--- src/rtl/lfr_pkg.sv ---
package lfr_pkg;

  localparam int FrameIdBits = 8;
  localparam int MaxEntriesDef = 16;
  localparam int CapBits = 5;
  localparam int OccBits = 5;
  localparam logic [CapBits-1:0] CapacityReset = 5'd16;

  typedef enum logic [1:0] {
    CmdSelect = 2'd0,
    CmdTouch  = 2'd1,
    CmdInsert = 2'd2,
    CmdRemove = 2'd3
  } lfr_cmd_e;

  typedef struct packed {
    lfr_cmd_e               command;
    logic [FrameIdBits-1:0] frame_no;
  } lfr_in_t;

  typedef struct packed {
    logic                   victim_valid;
    logic [FrameIdBits-1:0] victim_id;
    logic [OccBits-1:0]     occupancy;
  } lfr_out_t;

endpackage

--- src/rtl/lfr_in_stage.sv ---
module lfr_in_stage import lfr_pkg::*; (
  input  logic    clk_i,
  input  logic    rst_ni,
  input  logic    in_valid_i,
  output logic    in_stall_o,
  input  lfr_in_t in_data_i,
  input  logic    advance_i,
  output logic    valid_o,
  output lfr_in_t data_o
);

  logic    valid_q, valid_d;
  lfr_in_t data_q;
  logic    accept;

  assign in_stall_o = valid_q && !advance_i;
  assign accept     = in_valid_i && !in_stall_o;

  always_comb begin
    valid_d = valid_q;
    if (accept) begin
      valid_d = 1'b1;
    end else if (advance_i) begin
      valid_d = 1'b0;
    end
  end

  always_ff @(posedge clk_i or negedge rst_ni) begin
    if (!rst_ni) begin
      valid_q <= 1'b0;
    end else begin
      valid_q <= valid_d;
    end
  end

  always_ff @(posedge clk_i) begin
    if (accept) begin
      data_q <= in_data_i;
    end
  end

  assign valid_o = valid_q;
  assign data_o  = data_q;

endmodule

--- src/rtl/lfr_list.sv ---
module lfr_list import lfr_pkg::*; #(
  parameter int MaxEntries = MaxEntriesDef
) (
  input  logic               clk_i,
  input  logic               rst_ni,
  input  logic               step_i,
  input  lfr_in_t            item_i,
  input  logic [CapBits-1:0] capacity_i,
  output lfr_out_t           res_o
);

  localparam int CntW = $clog2(MaxEntries + 1);
  localparam int SlotW = $clog2(MaxEntries);
  localparam int ExtW = (CntW > CapBits) ? CntW : CapBits;

  logic [FrameIdBits-1:0] ids_q [MaxEntries];
  logic [FrameIdBits-1:0] ids_d [MaxEntries];
  logic [CntW-1:0]        count_q, count_d;

  logic [MaxEntries-1:0] hit;
  logic                  hit_any;
  logic [SlotW-1:0]      hit_idx;
  logic [ExtW-1:0]       eff_cap;
  logic                  full;
  logic                  drop;
  logic [SlotW-1:0]      drop_slot;
  logic                  write;
  logic [CntW-1:0]       wpos;
  logic                  victim_valid;
  logic [FrameIdBits-1:0] victim_id;

  always_comb begin
    hit_idx = '0;
    for (int i = 0; i < MaxEntries; i++) begin
      hit[i] = (CntW'(i) < count_q) && (ids_q[i] == item_i.frame_no);
      if (hit[i]) begin
        hit_idx = hit_idx | SlotW'(i);
      end
    end
    hit_any = |hit;

    if (capacity_i == '0) begin
      eff_cap = ExtW'(1);
    end else if (ExtW'(capacity_i) > ExtW'(MaxEntries)) begin
      eff_cap = ExtW'(MaxEntries);
    end else begin
      eff_cap = ExtW'(capacity_i);
    end
    full = ExtW'(count_q) >= eff_cap;

    drop         = 1'b0;
    drop_slot    = '0;
    write        = 1'b0;
    victim_valid = 1'b0;
    victim_id    = '0;
    case (item_i.command)
      CmdSelect: begin
        if (count_q != '0) begin
          drop         = 1'b1;
          victim_valid = 1'b1;
          victim_id    = ids_q[0];
        end
      end
      CmdTouch: begin
        drop      = hit_any;
        drop_slot = hit_idx;
        write     = hit_any;
      end
      CmdInsert: begin
        if (hit_any) begin
          drop      = 1'b1;
          drop_slot = hit_idx;
        end else begin
          drop = full;
        end
        write = 1'b1;
      end
      CmdRemove: begin
        drop      = hit_any;
        drop_slot = hit_idx;
      end
      default: begin
        drop = 1'b0;
      end
    endcase

    wpos    = count_q - CntW'(drop);
    count_d = wpos + CntW'(write);

    for (int i = 0; i < MaxEntries; i++) begin
      int nxt;
      nxt = (i == MaxEntries - 1) ? i : i + 1;
      if (write && (CntW'(i) == wpos)) begin
        ids_d[i] = item_i.frame_no;
      end else if (drop && (SlotW'(i) >= drop_slot)) begin
        ids_d[i] = ids_q[nxt];
      end else begin
        ids_d[i] = ids_q[i];
      end
    end
  end

  always_ff @(posedge clk_i or negedge rst_ni) begin
    if (!rst_ni) begin
      count_q <= '0;
    end else if (step_i) begin
      count_q <= count_d;
    end
  end

  always_ff @(posedge clk_i) begin
    if (step_i) begin
      ids_q <= ids_d;
    end
  end

  assign res_o.victim_valid = victim_valid;
  assign res_o.victim_id    = victim_id;
  assign res_o.occupancy    = OccBits'(count_d);

endmodule

--- src/rtl/lru_frame_replacer.sv ---
// Recency-ordered frame list with one command per transfer.
// The input transfer loads the input stage register; the result register loads from it when the
// output advances. One command is taken per cycle while the output is not stalled.
// The compare over all slots and the shift of the list sit between the two registers.
// Reset empties the list and sets the capacity to sixteen; slot contents are not cleared.
module lru_frame_replacer import lfr_pkg::*; #(
  parameter int MaxEntries = MaxEntriesDef
) (
  input  logic               clk_i,
  input  logic               rst_ni,
  input  logic               in_valid_i,
  output logic               in_stall_o,
  input  lfr_in_t            in_data_i,
  output logic               out_valid_o,
  input  logic               out_stall_i,
  output lfr_out_t           out_data_o,
  input  logic               cfg_we_i,
  input  logic [CapBits-1:0] cfg_data_i
);

  logic               advance;
  logic               item_valid;
  lfr_in_t            item;
  logic               step;
  lfr_out_t           res;
  logic               out_valid_q, out_valid_d;
  lfr_out_t           out_data_q;
  logic [CapBits-1:0] cap_q;

  assign advance = !out_valid_q || !out_stall_i;
  assign step    = item_valid && advance;

  lfr_in_stage u_in_stage (
    .clk_i      (clk_i),
    .rst_ni     (rst_ni),
    .in_valid_i (in_valid_i),
    .in_stall_o (in_stall_o),
    .in_data_i  (in_data_i),
    .advance_i  (advance),
    .valid_o    (item_valid),
    .data_o     (item)
  );

  lfr_list #(
    .MaxEntries (MaxEntries)
  ) u_list (
    .clk_i      (clk_i),
    .rst_ni     (rst_ni),
    .step_i     (step),
    .item_i     (item),
    .capacity_i (cap_q),
    .res_o      (res)
  );

  always_comb begin
    out_valid_d = out_valid_q;
    if (advance) begin
      out_valid_d = item_valid;
    end
  end

  always_ff @(posedge clk_i or negedge rst_ni) begin
    if (!rst_ni) begin
      out_valid_q <= 1'b0;
      cap_q       <= CapacityReset;
    end else begin
      out_valid_q <= out_valid_d;
      if (cfg_we_i) begin
        cap_q <= cfg_data_i;
      end
    end
  end

  always_ff @(posedge clk_i) begin
    if (step) begin
      out_data_q <= res;
    end
  end

  assign out_valid_o = out_valid_q;
  assign out_data_o  = out_data_q;

endmodule

--- config.mk ---
export PLATFORM = sky130hd
export DESIGN_NAME = lru_frame_replacer
export DESIGN_NICKNAME = d
export VERILOG_FILES = /design/src/rtl/lfr_pkg.sv /design/src/rtl/lfr_in_stage.sv /design/src/rtl/lfr_list.sv /design/src/rtl/lru_frame_replacer.sv
export SDC_FILE = /design/constraint.sdc
export NUM_CORES = 1
export LEC_CHECK = 0
export ABC_AREA = 1
export BUFFER_PORTS_ARGS = -buffer_cell sky130_fd_sc_hd__buf_4
export CAP_MARGIN = 10
export CORE_MARGIN = 2
export CORE_UTILIZATION = 45
export CTS_CLUSTER_SIZE = 14
export DETAILED_ROUTE_END_ITERATION = 10
export PLACE_DENSITY = 0.57
export SLEW_MARGIN = 20
export SYNTH_ARGS = -nofsm -noshare
export SYNTH_HDL_FRONTEND = slang
export SYNTH_SLANG_ARGS = --single-unit
--- constraint.sdc ---
create_clock -name clk_i -period 6.4 [get_ports clk_i]
set_input_delay 0.64 -clock clk_i [delete_from_list [all_inputs] [get_ports clk_i]]
set_output_delay 0.64 -clock clk_i [all_outputs]
set_load 0.005 [all_outputs]
# After elaboration in Yosys (flattened, before gate mapping)
# Index checks and enable logic that the tools add are counted.
# Widths: inputs -> output; s select.
[word_totals] reg_bits=164 output_inout_bits=16 word_cells=243 input_bits=20
[op_classes] n_reduce_logical=94 muxes=55 n_addsub=2 n_eq_ne=34 magnitude_cmp=33
[op_table] operator="$mux 8" n=30
[op_table] operator="$eq 8x8->1" n=16
[op_table] operator="$logic_and 1x1->1" n=50
[op_table] operator="$eq 4x5->1 const A" n=8
[op_table] operator="$lt 4x5->1 const A" n=8
[op_table] operator="$mux 4" n=9
[op_table] operator="$reduce_and 2->1" n=17
[op_table] operator="$reduce_bool 2->1" n=16
[op_table] operator="$ge 4x4->1 const A" n=7
[op_table] operator="$eq 3x5->1 const A" n=4
[op_table] operator="$lt 3x5->1 const A" n=4
[op_table] operator="$ge 3x4->1 const A" n=4
[op_table] operator="$reduce_or 16->1" n=1
[op_table] operator="$mux 3" n=4
[op_table] operator="$eq 2x5->1 const A" n=2
[op_table] operator="$logic_not 5->1" n=2
[op_table] operator="$lt 1x5->1 const A" n=2
[op_table] operator="$lt 2x5->1 const A" n=2
[op_table] operator="$mux 5" n=2
[op_table] operator="$ge 1x4->1 const A" n=2
[op_table] operator="$ge 2x4->1 const A" n=2
[op_table] operator="$pmux 4 s2" n=1
[op_table] operator="$add 5x1->5" n=1
[op_table] operator="$eq 1x5->1 const A" n=1
[op_table] operator="14 further kinds" n=23

# Longest topological paths before layout
# Gate-level depths: netlist (run 1).
[depth] word_depth=23 depth_mapped=29 depth_no_buf=25

# By module
# Synthesis (run 1) repeated with hierarchy kept, for this count alone.
[unflattened] hier_cells=1252 hier_area_um2=10314.9
[modules_own_cells] mod="lfr_list" n_inst=1 area_each_um2=9308.9 cells_per_inst=1195
[modules_own_cells] mod="lru_frame_replacer" n_inst=1 area_each_um2=648.1 cells_per_inst=40
[modules_own_cells] mod="lfr_in_stage" n_inst=1 area_each_um2=357.8 cells_per_inst=17

# Worst setup path after synthesis (run 1)
# No wires, ideal clock.
[synth_path] path_type="register to register" from="reg cap_q[2]" to="reg u_list.ids_q[40] (netlist bit) (enable)" setup_ns=0.375 period_less_slack_ns=4.163 arrival_time_ns=3.787 path_stages_with_launch=25 path_buffers=3 setup_slack_ns=2.237 cell_sequence="dfrtp_1 -> inv_1 -> nand4_1 -> nand2_1 -> nand2_1 -> ha_1 -> a21oi_1 -> o21bai_1 -> a21oi_1 -> o21bai_1 -> nand2_1 -> nand2_1 -> nand2_1 -> nand2_1 -> buf_2 -> ha_1 -> ha_1 -> inv_1 -> o31ai_1 -> o21ai_1 -> clkbuf_1 -> nor3_1 -> nand3_4 -> buf_6 -> a21oi_1"
[synth_between] elab_chain_len=11 elab_cells_between_ends=13 cone_classes="1 x add/sub; 2 x order compare; 1 x eq/ne; 4 x mux; 5 x reduce/logical"
[synth_rtl] element="from (decl)" line="lru_frame_replacer.sv:28" rtl="logic [CapBits-1:0] cap_q;"
[synth_rtl] element="from (signal assigned)" line="lru_frame_replacer.sv:65" rtl="cap_q <= CapacityReset;"
[synth_rtl] element="from (signal assigned)" line="lru_frame_replacer.sv:69" rtl="cap_q <= cfg_data_i;"
[synth_rtl] element="$gt 5x5->1" line="lfr_list.sv:44" rtl="end else if (ExtW'(capacity_i) > ExtW'(MaxEntries)) begin"
[synth_rtl] element="$mux 5" line="lfr_list.sv:44"
[synth_rtl] element="$mux 5 (*)" line="lfr_list.sv:42" rtl="if (capacity_i == '0) begin"
[synth_rtl] element="$ge 5x5->1 (*)" line="lfr_list.sv:49" rtl="full = ExtW'(count_q) >= eff_cap;"
[synth_rtl] element="$mux 1 (*)" line="lfr_list.sv:70" rtl="if (hit_any) begin"
[synth_rtl] element="$pmux 1 s3 (*)" line="lfr_list.sv:56" rtl="case (item_i.command)"
[synth_rtl] element="$sub 5x1->5" line="lfr_list.sv:87" rtl="wpos = count_q - CntW'(drop);"
[synth_rtl] element="$eq 4x5->1" line="lfr_list.sv:93" rtl="if (write && (CntW'(i) == wpos)) begin"
[synth_rtl] element="$logic_and 1x1->1" line="lfr_list.sv:93"
[synth_rtl] element="$reduce_bool 2->1 (no line) (*)"
[synth_rtl] element="$reduce_and 2->1 (no line) (*)"
[synth_rtl] element="to (signal assigned)" line="lfr_list.sv:113" rtl="ids_q <= ids_d;"
[synth_rtl] element="to (decl)" line="lfr_list.sv:16" rtl="logic [FrameIdBits-1:0] ids_q [MaxEntries];"
# Every way passes the cells marked *; elsewhere a longest branch is shown, timed or not.
# A chain may end at the register's enable or synchronous reset.

# Worst setup path in the final report (run 1)
[layout_path] from="reg u_in_stage.data_q (netlist bit u_in_stage.data_o[3])" to="reg u_list.ids_q[109] (netlist bit) (enable)"
[layout_between] elab_chain_len=23 elab_cells_between_ends=60 cone_classes="1 x add/sub; 1 x order compare; 17 x eq/ne; 20 x mux; 21 x reduce/logical"
[layout_rtl] element="from (decl)" line="lfr_in_stage.sv:13" rtl="lfr_in_t data_q;"
[layout_rtl] element="from (signal assigned)" line="lfr_in_stage.sv:38" rtl="data_q <= in_data_i;"
[layout_rtl] element="$eq 8x8->1" line="lfr_list.sv:35" rtl="hit[i] = (CntW'(i) < count_q) && (ids_q[i] == item_i.frame_no);"
[layout_rtl] element="$logic_and 1x1->1" line="lfr_list.sv:35"
[layout_rtl] element="$mux 1" line="lfr_list.sv:36" rtl="if (hit[i]) begin"
[layout_rtl] element="$mux 2 (2 in series)" line="lfr_list.sv:36"
[layout_rtl] element="$mux 3 (4 in series)" line="lfr_list.sv:36"
[layout_rtl] element="$mux 4 (8 in series)" line="lfr_list.sv:36"
[layout_rtl] element="$mux 4" line="lfr_list.sv:70"
[layout_rtl] element="$pmux 4 s2" line="lfr_list.sv:56"
[layout_rtl] element="$ge 2x4->1" line="lfr_list.sv:95" rtl="end else if (drop && (SlotW'(i) >= drop_slot)) begin"
[layout_rtl] element="$logic_and 1x1->1" line="lfr_list.sv:95"
[layout_rtl] element="$reduce_bool 2->1 (no line) (*)"
[layout_rtl] element="$reduce_and 2->1 (no line) (*)"
# Marks and branches as above.

==> impl_metrics.tcl, run 1 <==
set metrics [dict create \
    start_kind "flip-flop" \
    seq_area_um2 4870 \
    via_count 8194 \
    grt_overflow_total 0 \
    antenna_found_initial 0 \
    async_reset_ff_frac 0.0732 \
    tightest_slew_ns 0.992 \
    start_util 0.455 \
    multiInputGateArea_um2 4370 \
    nets 1348 \
    holdWs_ns 0.0350 \
    n_fill_cell 2207 \
    diodes 0 \
    hp-class "primary input to asynchronous set/reset pin" \
    post_cts_buffers 0 \
    leakagePower_uw 0.00513 \
    skew_ns 0.0192 \
    clkSinkCount 164 \
    path_class "flip-flop to flip-flop" \
    synth.avg_cell_area_um2 7.82 \
    dieArea_um2 24000 \
    antenna_left 0 \
    timing.setup.tns_ns 0 \
    rsz0062_at_grt "false" \
    syn_area_um2 10200 \
    ys_seq_elements 164 \
    htree_levels 4 \
    first_iter_violations 624 \
    dpl-instance-area_um2 10500 \
    synth_cells 1308 \
    cp.arrival_ns 5.32 \
    synth_top_area_frac 0.446 \
    grt_pass1_vias 7671 \
    cp-end-kind "flip-flop" \
    grt_start_max_net_pins 36 \
    fmax_mhz 190 \
    cap_violations 0 \
    first_pass_iters 5 \
    slew_headroom 0.334 \
    via_per_inst 5.08 \
    period_share 0.822 \
    outcome "complete, no violations" \
    cts_tree "done" \
    drc 0 \
    clk_path_buf_depth 2 \
    synth_seq_area_share 0.476 \
    syn-num-nets 1342 \
    post-place-ws_ns 1.25 \
    ys_warn_count 0 \
    hold_violations 0 \
    synth_top_cell_by_area "edfxtp_1" \
    ctsHoldBuffers 0 \
    clk_pin_slew_ns 0.07 \
    core-area_um2 22500 \
    final_util 0.496 \
    ys_top_cells_by_area "edfxtp_1, nand2_1, inv_1" \
    cp_max_fo 27 \
    die_h_um 155 \
    cts-buffers-inserted 17 \
    synthMostInstantiatedCell "nand2_1" \
    drv_slew 0 \
    die_w_um 155 \
    wire_per_inst_um 16.9 \
    clk_latency_ns 0.44 \
    wl_um 27200 \
    grt_pass1_wl_um 42800 \
    setup_violations 0 \
    min_period_ns 5.26 \
    power_density_nw_per_um2 315 \
    clock-root-buffer "clkbuf_16" \
    worstPathRequired_ns 6.46 \
    ctsResizeCount 0 \
    synth_edf_count 152 \
    numPortBuffers 35 \
    gp_congestion 0.935 \
    detailed_place_hpwl_um 18900 \
    rows 55 \
    setup_slack_ns 1.14 \
    area_growth_syn_to_layout_pct 9.09 \
    io_pins 36 \
    ys.flop_type "edfxtp_1" \
    drive_gt1_frac 0.0874 \
    grt_use_total 0.235 \
    synthTopCellsByCount "nand2_1, edfxtp_1, inv_1" \
    fin_area_um2 11200 \
    synth_cell_types 37 \
    peakVddDrop_uv 165 \
]
-- cell type report --
type                       count  share of cell area
clock buffer                  17              0.0381
clock inverter                15              0.0196
sequential                   164               0.436
inverter                     149              0.0506
timing repair buffer          47              0.0316
multi-input combinational    935               0.392
tap                          285              0.0320
-- state kept, by name, summed over array words and instances (netlist names) --
signal / flops
cap_q: 5
u_list.count_q: 5
u_in_stage.valid_o: 1
out_valid_o: 1
u_list.ids_q: 128
u_in_stage.data_o: 10
out_data_o: 14
-- cells by family (layout without fill, tap and decap cells) --
logic type,after synthesis,in the layout,synth area share
and+or+nand+nor,711,711,0.287
xor gates and xnor gates,42,42,0.0360
buffers and inverters,209,228,0.0970
AOI/OAI and AO/OA,168,168,0.0869
adders and majority gates,14,14,0.0171
DFF,164,164,0.476
-- through the flow --
| stage | std cells | total power, µW |
|---|---|---|
| 3_5_place_dp | 1580 | 2390 |
| 6_report | 1612 | 3510 |
| 4_1_cts | 1612 | 3520 |
| 3_3_place_gp | 1580 | 2390 |
| 2_1_floorplan | 1308 | 2080 |
| 5_1_grt | 1612 | 3680 |
-- layer usage --
metal / share of wire / global-route usage
met1: 0.48 / 0.330
met4: 0.013 / 0.0613
met3: 0.049 / 0.0303
met2: 0.46 / 0.387
met5: 0 / 0
-- power by group --
| group | switching (µW) | total [µW] | leakage [µW] | internal [µW] |
|---|---|---|---|---|
| Clock | 465 | 1130 | 0.000314 | 666 |
| Sequential | 105 | 1440 | 0.00155 | 1340 |
| Combinational | 661 | 939 | 0.00327 | 278 |
| Total | 1230 | 3510 | 0.00513 | 2280 |
-- final timing paths --
check	start	to	slack, ns	cells past startpoint
worst max-delay path	u_in_stage.data_o[3]$_DFFE_PP_	u_list.ids_q[109]$_DFFE_PP_	1.14	22
worst min-delay path	rst_ni	u_in_stage.valid_o$_DFFE_PN0P_	0.04	1
worst max register to register	u_in_stage.data_o[3]$_DFFE_PP_	u_list.ids_q[109]$_DFFE_PP_	1.14	22
worst min register to register	u_in_stage.valid_o$_DFFE_PN0P_	out_valid_o$_DFFE_PN0N_	0.48	2
max in group asynchronous	rst_ni	cap_q[4]$_DFFE_PN1P_	6.13	1
min in group clk_i	in_data_i[3]	u_in_stage.data_o[3]$_DFFE_PP_	0.37	1
-- worst max-delay path, cell delays in order, from the launching register on --
cell      delay (ns)
edfxtp_1        0.73
inv_4           0.31
o21ai_0         0.23
inv_1           0.07
nand2_1         0.08
nor2_1          0.04
nand2_1         0.12
nand2_1         0.10
nor2_1          0.19
nand2_2         0.11
nor2_1          0.11
nand2_1         0.05
nand2_1         0.05
nand2_1         0.29
ha_1            0.35
ha_1            0.20
inv_1           0.10
nand2_1         0.09
nand2_1         0.17
nand2_1         0.15
nor3_1          0.27
nand3_2         0.29
a21oi_1         0.77
-- cells in the final DEF, fill, tap and decap left out, drive strengths merged --
cell type,n
a21oi,22
a31oi,1
and2,2
buf,47
bufinv,4
clkbuf,17
clkinv,4
clkinvlp,1
dfrtp,11
dfstp,1
edfxtp,152
ha,14
inv,155
nand2,519
nand3,52
nand3b,1
nand4,6
nor2,112
nor3,17
o21ai,138
o21bai,3
o22ai,2
o2bb2ai,1
o31ai,1
or2,2
xnor2,32
xor2,10
Note: power is estimated with default switching activity, not from simulation.
==> run 2, diff against run 1 <==
clock period = 5.4 ns   (was 6.4 ns; I/O delays follow)
==> run 2 against run 1 <==
  * Setup slack got worse by 0.50 ns
  * Sequential power rose by 18%
  * Power rose by 17%
  * Sequential share of layout area fell by 0.28 points
  * Cell area rose by 0.64%
  * Count of clock-buffer cells in the layout rose by 1
  * Clock power rose by 16%
  * Clock skew fell by 0.0050 ns
  * Critical endpoint is now u_list.ids_q[44]$_DFFE_PP_
==> impl_metrics.tcl, run 2 (synthesis gave the netlist of run 1 again) <==
set metrics [dict create \
    outcome "complete, no violations" \
    cts_tree "done" \
    clock-root-buffer "clkbuf_16" \
    first_pass_iters 5 \
    via_count 8287 \
    numPortBuffers 35 \
    cp-end-kind "flip-flop" \
    power_uw 4120 \
    grt_use_total 0.241 \
    largest_reg_flops 128 \
    gp_congestion 0.937 \
    cp_max_fo 25 \
    start_util 0.455 \
    area_growth_syn_to_layout_pct 9.79 \
    drc 0 \
    slew_headroom 0.422 \
    r2r_setup_slack_ns 0.64 \
    pwr-share-comb 0.269 \
    peakVddDrop_uv 225 \
    setup_violations 0 \
    rsz0062_at_grt "false" \
    hp-class "primary input to flip-flop" \
    layout_common_cells "nand2_1, edfxtp_1, inv_1, nor2_1, o21ai_1" \
    hp-start "in_data_i[5]" \
    diodes 0 \
    p_clk_frac 0.318 \
    die_w_um 155 \
    power_density_nw_per_um2 367 \
    tightest_slew_ns 0.866 \
    path_class "flip-flop to flip-flop" \
    htree_levels 4 \
    clk_path_buf_depth 2 \
    clkSinkCount 164 \
    wl_um 27700 \
    clk_pin_slew_ns 0.08 \
    wire_per_inst_um 17.0 \
    intPower_uw 2640 \
    antenna_left 0 \
    min_period_ns 4.76 \
    detailed_place_hpwl_um 19500 \
    timing.rr.end "u_list.ids_q[44]$_DFFE_PP_" \
    worstPathRequired_ns 5.47 \
    leakagePower_uw 0.00519 \
    die_h_um 155 \
    drv_slew 0 \
    timing.setup.tns_ns 0 \
    io_pins 36 \
    whs_path_depth 1 \
    first_iter_violations 806 \
    dp.cells 1593 \
    via_per_inst 5.10 \
    rr_worst_depth 24 \
    hold_violations 0 \
    final_common_cell "nand2_1" \
    core-area_um2 22500 \
    grt_pass1_wl_um 44100 \
    dieArea_um2 24000 \
    final_cells 1626 \
    skew_ns 0.0142 \
    period_share 0.881 \
    fmax_mhz 210 \
    rows 55 \
    r2r_start "u_in_stage.data_o[5]$_DFFE_PP_" \
    nets 1362 \
    grt_overflow_total 0 \
    largest_register "u_list.ids_q" \
    drive_gt1_frac 0.0947 \
    cp.arrival_ns 4.82 \
    cts-buffers-inserted 17 \
    antenna_found_initial 0 \
    hold_end "u_in_stage.data_o[5]$_DFFE_PP_" \
    power_frac_seq 0.413 \
    start_kind "flip-flop" \
    clk_latency_ns 0.44 \
    cap_violations 0 \
    swShare 0.360 \
    power_switching_uw 1490 \
    grt_start_max_net_pins 31 \
    grt_pass1_vias 7834 \
]
[run 2: cell count changes in the layout (fill, tap and decap cells not counted)]
| cell | change |
|---|---|
| buf_4 | +13 |
| inv_8 | +4 |
| bufinv_16 | -2 |
| clkbuf_1 | +1 |
| clkinv_2 | -1 |
| clkinv_4 | -1 |
| clkinvlp_4 | -1 |
| dlygate4sd3_1 | +1 |
| o21ai_1 | +1 |
| o21ai_2 | -1 |
[run 2: worst max path at each step]
stage                                   start  cells past startpoint                          to
2_1_floorplan            cap_q[2]$_DFFE_PN0P_                     24  u_list.ids_q[40]$_DFFE_PP_
3_3_place_gp   u_in_stage.data_o[5]$_DFFE_PP_                     24  u_list.ids_q[41]$_DFFE_PP_
3_5_place_dp   u_in_stage.data_o[5]$_DFFE_PP_                     24  u_list.ids_q[40]$_DFFE_PP_
4_1_cts        u_in_stage.data_o[5]$_DFFE_PP_                     24  u_list.ids_q[44]$_DFFE_PP_
5_1_grt        u_in_stage.data_o[5]$_DFFE_PP_                     22  u_list.ids_q[44]$_DFFE_PP_
6_report       u_in_stage.data_o[5]$_DFFE_PP_                     24  u_list.ids_q[44]$_DFFE_PP_
[run 2: cell type report]
class,count,area [µm²]
clock buffer,18,429
clock inverter,14,183
fill,2165,11300
inverter,149,564
multi-input combinational,935,4370
sequential,164,4870
tap,285,357
timing repair buffer,61,460
[run 2: power groups by stage]
stage               sequential, µW  combinational (µW)  clock (µW)
finish                        1700                1110        1310
global route                  1720                1250        1370
floorplan                     1680                 778           0
global placement              1730                1090           0
CTS                           1700                1100        1320
detailed placement            1730                1090           0
[run 2: through the flow]
step / utilization / setup slack, ns / hold WS, ns / area, µm²
after floorplan: - / 1.24 / 0.244 / 10200
after global placement: 0.471 / 0.724 / 0.393 / 10600
after detailed placement: 0.471 / 0.691 / 0.394 / 10600
after CTS: 0.499 / 0.642 / 0.255 / 11200
after global routing: 0.499 / 0.165 / 0.252 / 11200
final: 0.499 / 0.643 / 0.268 / 11200
[run 2: worst max-delay path, stage by stage, from the launching register on]
cell and delay, ns:
edfxtp_1 0.40, inv_2 0.45, buf_4 0.26, nand2_1 0.06
nand2_1 0.05, nor2_1 0.04, nand2_1 0.05, nor2_1 0.04
nand2_1 0.09, nand2_1 0.07, nor2_1 0.15, nand2_2 0.10
nor2_1 0.10, nand2_1 0.06, nand2_1 0.05, nand2_1 0.07
ha_1 0.21, ha_1 0.20, inv_1 0.10, nand2_1 0.09
nand2_1 0.15, nand3_1 0.16, nor3_1 0.44, nand3_4 0.25
a21oi_1 0.71
[run 2: repair_timing]
action | 4_1_cts | 5_1_grt
gates resized for setup | 0 | 0
hold buffers | 1 | 0
hold endpoints to repair | 11 | 0
buffers inserted | 0 | 0
[run 2: metal layers]
layer / vias to the layer above / global-route usage / share of wire
met5: - / 0 / 0
li1: 4226 / - / -
met3: 40 / 0.0375 / 0.045
met4: 0 / 0.0666 / 0.017
met2: 203 / 0.395 / 0.47
met1: 3818 / 0.335 / 0.47
